<file path="src/rtl/rc6_pkg.sv">
`timescale 1ns / 1ps

package rc6_pkg;

  localparam int ROUNDS_DEF = 20;
  localparam int LG_W       = 5;
  localparam int KEY_REGS   = 4;
  localparam int MAX_KEY_B  = 32;
  localparam int L_WORDS    = 8;

  localparam logic [31:0] MAGIC_P = 32'hB7E15163;
  localparam logic [31:0] MAGIC_Q = 32'h9E3779B9;

  localparam int CFG_IDX_W  = 3;
  localparam int CFG_DATA_W = 64;
  localparam int KEY_LEN_W  = 6;

  localparam logic [CFG_IDX_W-1:0] CFG_KEY0    = 3'd0;
  localparam logic [CFG_IDX_W-1:0] CFG_KEY1    = 3'd1;
  localparam logic [CFG_IDX_W-1:0] CFG_KEY2    = 3'd2;
  localparam logic [CFG_IDX_W-1:0] CFG_KEY3    = 3'd3;
  localparam logic [CFG_IDX_W-1:0] CFG_KEY_LEN = 3'd4;

  localparam logic [KEY_LEN_W-1:0] KEY_LEN_RST = 6'd16;

  typedef enum logic [3:0] {
    ST_IDLE,
    ST_KEY_LOAD,
    ST_INIT,
    ST_MIX_RD,
    ST_MIX_WR,
    ST_PRE,
    ST_WIN,
    ST_ROUND,
    ST_WOUT
  } state_t;

  typedef enum logic [3:0] {
    DP_NOP,
    DP_LOAD_BLOCK,
    DP_KEY_LOAD,
    DP_INIT_WR,
    DP_MIX_RD,
    DP_MIX_WR,
    DP_WHITE_IN,
    DP_ROUND,
    DP_WHITE_OUT
  } dp_op_t;

  typedef struct packed {
    dp_op_t op;
    logic   j_step;
  } dp_cmd_t;

  typedef struct packed {
    logic out_busy;
    logic decrypt;
  } dp_status_t;

  function automatic logic [31:0] rotl32(input logic [31:0] x, input logic [4:0] sh);
    logic [63:0] w;
    w = {x, x} << sh;
    return w[63:32];
  endfunction

  function automatic logic [31:0] rotr32(input logic [31:0] x, input logic [4:0] sh);
    logic [63:0] w;
    w = {x, x} >> sh;
    return w[31:0];
  endfunction

  // quadratic mixing term of a round
  function automatic logic [31:0] mix_f(input logic [31:0] x);
    logic [31:0] p;
    p = x * {x[30:0], 1'b1};
    return rotl32(p, 5'(LG_W));
  endfunction

endpackage

</file>
<file path="src/rtl/rc6_ctrl.sv">
`timescale 1ns / 1ps

module rc6_ctrl import rc6_pkg::*; #(
  parameter int Rounds   = ROUNDS_DEF,
  parameter int KeyWords = 2 * ROUNDS_DEF + 4,
  parameter int AddrW    = $clog2(2 * ROUNDS_DEF + 4)
) (
  input  logic                 clk,
  input  logic                 rst_n,
  input  logic                 cfg_we,
  input  logic [CFG_IDX_W-1:0] cfg_index,
  input  logic                 in_valid,
  output logic                 in_ready,
  input  dp_status_t           status,
  output dp_cmd_t              cmd,
  output logic [AddrW-1:0]     idx,
  output logic [AddrW-1:0]     pair,
  output logic                 sched_ready
);

  localparam int StepW = $clog2(3 * KeyWords);
  localparam int RndW  = $clog2(Rounds + 1);

  state_t           state_r, state_nxt;
  logic [AddrW-1:0] idx_r, idx_nxt;
  logic [StepW-1:0] step_r, step_nxt;
  logic [RndW-1:0]  rnd_r, rnd_nxt;
  logic             sched_r, sched_nxt;
  logic             idx_last, step_last, rnd_last;

  assign idx_last  = (idx_r == AddrW'(KeyWords - 1));
  assign step_last = (step_r == StepW'(3 * KeyWords - 1));
  assign rnd_last  = (rnd_r == RndW'(Rounds));

  always_comb begin
    state_nxt = state_r;
    idx_nxt   = idx_r;
    step_nxt  = step_r;
    rnd_nxt   = rnd_r;
    sched_nxt = sched_r;
    unique case (state_r)
      ST_IDLE: begin
        if (in_valid) begin
          state_nxt = sched_r ? ST_PRE : ST_KEY_LOAD;
        end
      end
      ST_KEY_LOAD: begin
        idx_nxt   = '0;
        state_nxt = ST_INIT;
      end
      ST_INIT: begin
        if (idx_last) begin
          idx_nxt   = '0;
          step_nxt  = '0;
          state_nxt = ST_MIX_RD;
        end else begin
          idx_nxt = idx_r + AddrW'(1);
        end
      end
      ST_MIX_RD: state_nxt = ST_MIX_WR;
      ST_MIX_WR: begin
        idx_nxt  = idx_last ? '0 : idx_r + AddrW'(1);
        step_nxt = step_r + StepW'(1);
        if (step_last) begin
          sched_nxt = 1'b1;
          state_nxt = ST_PRE;
        end else begin
          state_nxt = ST_MIX_RD;
        end
      end
      ST_PRE: state_nxt = ST_WIN;
      ST_WIN: begin
        rnd_nxt   = RndW'(1);
        state_nxt = ST_ROUND;
      end
      ST_ROUND: begin
        rnd_nxt = rnd_r + RndW'(1);
        if (rnd_last) begin
          state_nxt = ST_WOUT;
        end
      end
      ST_WOUT: begin
        if (!status.out_busy) begin
          state_nxt = ST_IDLE;
        end
      end
      default: state_nxt = ST_IDLE;
    endcase
    if (cfg_we && (cfg_index <= CFG_KEY_LEN)) begin
      sched_nxt = 1'b0;
    end
  end

  always_comb begin
    cmd.op     = DP_NOP;
    cmd.j_step = 1'b0;
    in_ready   = 1'b0;
    pair       = '0;
    unique case (state_r)
      ST_IDLE: begin
        in_ready = 1'b1;
        cmd.op   = in_valid ? DP_LOAD_BLOCK : DP_NOP;
      end
      ST_KEY_LOAD: cmd.op = DP_KEY_LOAD;
      ST_INIT:     cmd.op = DP_INIT_WR;
      ST_MIX_RD:   cmd.op = DP_MIX_RD;
      ST_MIX_WR: begin
        cmd.op     = DP_MIX_WR;
        cmd.j_step = 1'b1;
      end
      ST_PRE: begin
        pair = status.decrypt ? AddrW'(Rounds + 1) : '0;
      end
      ST_WIN: begin
        cmd.op = DP_WHITE_IN;
        pair   = status.decrypt ? AddrW'(Rounds) : AddrW'(1);
      end
      ST_ROUND: begin
        cmd.op = DP_ROUND;
        pair   = status.decrypt ? AddrW'(Rounds) - AddrW'(rnd_r) : AddrW'(rnd_r) + AddrW'(1);
      end
      ST_WOUT: begin
        cmd.op = status.out_busy ? DP_NOP : DP_WHITE_OUT;
        pair   = status.decrypt ? '0 : AddrW'(Rounds + 1);
      end
      default: ;
    endcase
  end

  always_ff @(posedge clk) begin
    if (!rst_n) begin
      state_r <= ST_IDLE;
      sched_r <= 1'b0;
      idx_r   <= '0;
      step_r  <= '0;
      rnd_r   <= '0;
    end else begin
      state_r <= state_nxt;
      sched_r <= sched_nxt;
      idx_r   <= idx_nxt;
      step_r  <= step_nxt;
      rnd_r   <= rnd_nxt;
    end
  end

  assign idx         = idx_r;
  assign sched_ready = sched_r;

endmodule

</file>
<file path="config.mk">
export PLATFORM = sky130hd
export DESIGN_NAME = rc6_ctrl
export DESIGN_NICKNAME = d
export VERILOG_FILES = /design/src/rtl/rc6_pkg.sv /design/src/rtl/rc6_ctrl.sv
export SDC_FILE = /design/constraint.sdc
export NUM_CORES = 1
export LEC_CHECK = 0
export BUFFER_PORTS_ARGS = -buffer_cell sky130_fd_sc_hd__buf_2
export CAP_MARGIN = 15
export CORE_ASPECT_RATIO = 0.75
export CORE_MARGIN = 2
export CORE_UTILIZATION = 39
export CTS_BUF_LIST = sky130_fd_sc_hd__clkbuf_2 sky130_fd_sc_hd__clkbuf_4 sky130_fd_sc_hd__clkbuf_8
export DETAILED_ROUTE_END_ITERATION = 10
export PLACE_DENSITY = 0.57
export SLEW_MARGIN = 20
export SYNTH_ARGS = -nofsm -noshare
export SYNTH_HDL_FRONTEND = slang
export SYNTH_SLANG_ARGS = --single-unit
</file>
<file path="constraint.sdc">
create_clock -name clk -period 4.44 [get_ports clk]
set_input_delay 0 -clock clk [delete_from_list [all_inputs] [get_ports clk]]
set_output_delay 0 -clock clk [all_outputs]
set_load 0.02 [all_outputs]
</file>
==> impl_metrics.env <==
export IMPL_yosysWarnings=0
export IMPL_clock_path_buffers=2
export IMPL_ys_ff_latch=24
export IMPL_clk_pin_slew_ps=90
export IMPL_place_area_um2=1760
export IMPL_syn_nets=223
export IMPL_async_flop_share_pct=0
export IMPL_die_area_um2=4700
export IMPL_hold_end="state_r[0]"
export IMPL_slowest_stage="dfxtp_1"
export IMPL_cts_made_buffers=3
export IMPL_dp_worst_setup_slack_ps=2310
export IMPL_pin_count=28
export IMPL_dp_cells=278
export IMPL_rr_worst_depth=4
export IMPL_grt_pass1_wl_mm=6.47
export IMPL_cap_violations=0
export IMPL_setup_viol=0
export IMPL_nNetsFinal=243
export IMPL_max_stage_delay_ps=830
export IMPL_ys_flop_type="dfxtp_1"
export IMPL_rr_startpoint="state_r[1]"
export IMPL_hpwl_mm=2.80
export IMPL_avgSynthCellArea_um2=7.73
export IMPL_setup_ws_ps=2260
export IMPL_clockRootBuffer="clkbuf_8"
export IMPL_area_growth_pct=12.9
export IMPL_yosys_area_top_type="dfxtp_1"
export IMPL_h_tree_depth=1
export IMPL_crit_arrival_ps=2400
export IMPL_hp_start="in_valid"
export IMPL_crit_type="reg -> reg"
export IMPL_hold_class="in -> reg"
export IMPL_critPathLaunchType="register"
export IMPL_place_congestion=0.829
export IMPL_path_max_fanout=23
export IMPL_cts_sinks=24
export IMPL_drc=0
export IMPL_tns_ps=0
export IMPL_die_w_um=78.5
export IMPL_finalHoldViolCount=0
export IMPL_clk_latency_ps=270
export IMPL_p_per_area_nw_per_um2=251
export IMPL_cts_setup_buffers=0
export IMPL_ir_worst_vdd_mv=0.110
export IMPL_status="complete, no violations"
export IMPL_totalWireLength_mm=3.95
export IMPL_path_cells="or4b_4 -> clkinv_1 -> nor3_1 -> mux2_2"
export IMPL_grt_remaining_overflow=0
export IMPL_critPathTopFamily="flip-flops"
export IMPL_synth_edf_count=0
export IMPL_tritoncts="yes"
export IMPL_design_area_um2=1830
export IMPL_antenna_found_initial=0
export IMPL_grt_pass1_vias=1311
export IMPL_antenna_left=0
export IMPL_yosysTopAreaCellShare_pct=29.6
export IMPL_period_minus_slack_ps=2180
export IMPL_worstHoldPathCells=3
export IMPL_rrSetupSlack_ps=2260
export IMPL_via_per_inst=5.65
export IMPL_dr_pass1_iters=4
export IMPL_fin_crit_sh_pct=49.2
export IMPL_total_power_mw=0.461
export IMPL_p_leak_nw=0.703
export IMPL_core_rowCount=20
export IMPL_synth_seq_area_share_pct=29.6
export IMPL_track_usage_pct=17.6
export IMPL_cp_num_buf_inv=1
export IMPL_finalNonFillerCells=284
export IMPL_n_antenna_cell=0
export IMPL_io_buffers=27
export IMPL_cp_end_kind="register"
export IMPL_syn_area_um2=1620
export IMPL_netlist_instances=210
export IMPL_fin_skew_ps=11.0
export IMPL_max_freq_mhz=458
export IMPL_core_um2=4030
export IMPL_dieHeight_um=59.9
export IMPL_cts_hold_buffers=2
export IMPL_drtIter0Drc=99
export IMPL_grt_max_degree=24
export IMPL_r2r_end="idx[0]"
export IMPL_drv_slew=0
export IMPL_worstPathRequired_ps=4660
export IMPL_num_vias=1605
export IMPL_rsz0062_at_grt="false"
export IMPL_max_slew_margin_rel_pct=48.5
export IMPL_synth_distinct_cells=56
export IMPL_worstMarginPinSlew_ps=772
export IMPL_drive_above_1_share_pct=17.0
export IMPL_synthTopCellsByArea="dfxtp_1, nor2_1, o21ai_0, a21oi_1, nor2b_1"
export IMPL_start_util_pct=40.3
export IMPL_routedWlPerCell_um=13.9
export IMPL_cts_resized=0
==> cell usage after synthesis (4+ instances only) <==
library cell	instances
dfxtp_1	24
nor2_1	21
nand2_1	14
o21ai_0	14
a21oi_1	13
nand3_1	11
nor2b_1	9
clkbuf_1	8
nor3_1	7
inv_1	5
nand2b_1	5
a31oi_1	4
ha_1	4
xnor2_1	4
==> worst reg2reg max path: cells and delay by family, from the launching register on <==
| family | cells | cell delay, ps |
|---|---|---|
| and+or+nand+nor | 2 | 820 |
| muxes | 1 | 240 |
| buffers and inverters | 1 | 250 |
| DFF | 1 | 830 |
==> cell type report <==
| type | instances | area [um2] |
|---|---|---|
| timing repair buffer | 29 | 155 |
| inverter | 7 | 26.3 |
| clock buffer | 4 | 55.1 |
| fill | 416 | 2200 |
| tap | 55 | 68.8 |
| multi-input combinational | 165 | 1050 |
| sequential | 24 | 480 |
==> logic make-up (layout without fill, tap and decap cells) <==
| group | Yosys count | in the layout | synth area share, % |
|---|---|---|---|
| buf+inv | 21 | 40 | 5.93 |
| xor+xnor | 6 | 6 | 3.24 |
| flops | 24 | 24 | 29.6 |
| fa+ha+maj | 5 | 5 | 3.70 |
| mux | 1 | 1 | 0.693 |
| compound gates | 68 | 68 | 29.7 |
| simple gates | 85 | 85 | 27.2 |
==> power by group <==
part / leakage [nW] / switching (mW) / internal (mW) / total, mW
combinational: 0.481 / 0.0445 / 0.0329 / 0.0774
clock: 0.0288 / 0.0695 / 0.0791 / 0.149
sequential: 0.194 / 0.0155 / 0.219 / 0.234
==> per-stage QoR <==
stage / utilization, % / hold WS (ps)
2_1_floorplan: - / 79.8
3_3_place_gp: 43.6 / 269
3_5_place_dp: 43.6 / 272
4_1_cts: 45.5 / 30.3
5_1_grt: 45.5 / 56.9
6_report: 45.5 / 48.1
==> per-layer routing <==
layer | vias up | routed length (um) | global-route usage (%)
li1 | 821 | - | -
met4 | 0 | 21 | 3.76
met2 | 38 | 1600 | 23.7
met1 | 744 | 2110 | 28.0
met5 | - | 0 | 0
met3 | 2 | 213 | 3.63
==> flip-flops by register name, indices dropped and copies added, names as in the netlist <==
register	cells
idx	6
rnd_r	5
sched_ready	1
state_r	4
step_r	8
==> cells in the final DEF, fill, tap and decap left out, types with 3 or more instances in the layout <==
| master | instances |
|---|---|
| nand2_1 | 14 |
| a21oi_1 | 13 |
| ha_1 | 4 |
| o21ai_0 | 14 |
| nor3_1 | 7 |
| a31oi_1 | 4 |
| nand4_1 | 3 |
| nand3_1 | 11 |
| nor3b_1 | 3 |
| and3_1 | 3 |
| nor2b_1 | 9 |
| inv_1 | 5 |
| nor2_1 | 21 |
| xnor2_1 | 4 |
| a211oi_1 | 3 |
| o21a_1 | 3 |
| buf_2 | 27 |
| a22o_1 | 3 |
| dfxtp_1 | 24 |
| nand2b_1 | 5 |
| clkbuf_8 | 4 |
==> worst max-delay path by stage <==
stage	from	end	cells past startpoint
5_1_grt	state_r[1]	idx[0]	4
3_3_place_gp	state_r[1]	idx[0]	4
4_1_cts	state_r[1]	idx[0]	4
6_report	state_r[1]	idx[0]	4
3_5_place_dp	state_r[1]	idx[0]	4
2_1_floorplan	state_r[2]	cmd[1]	4
(Power assumes the default switching activity.)
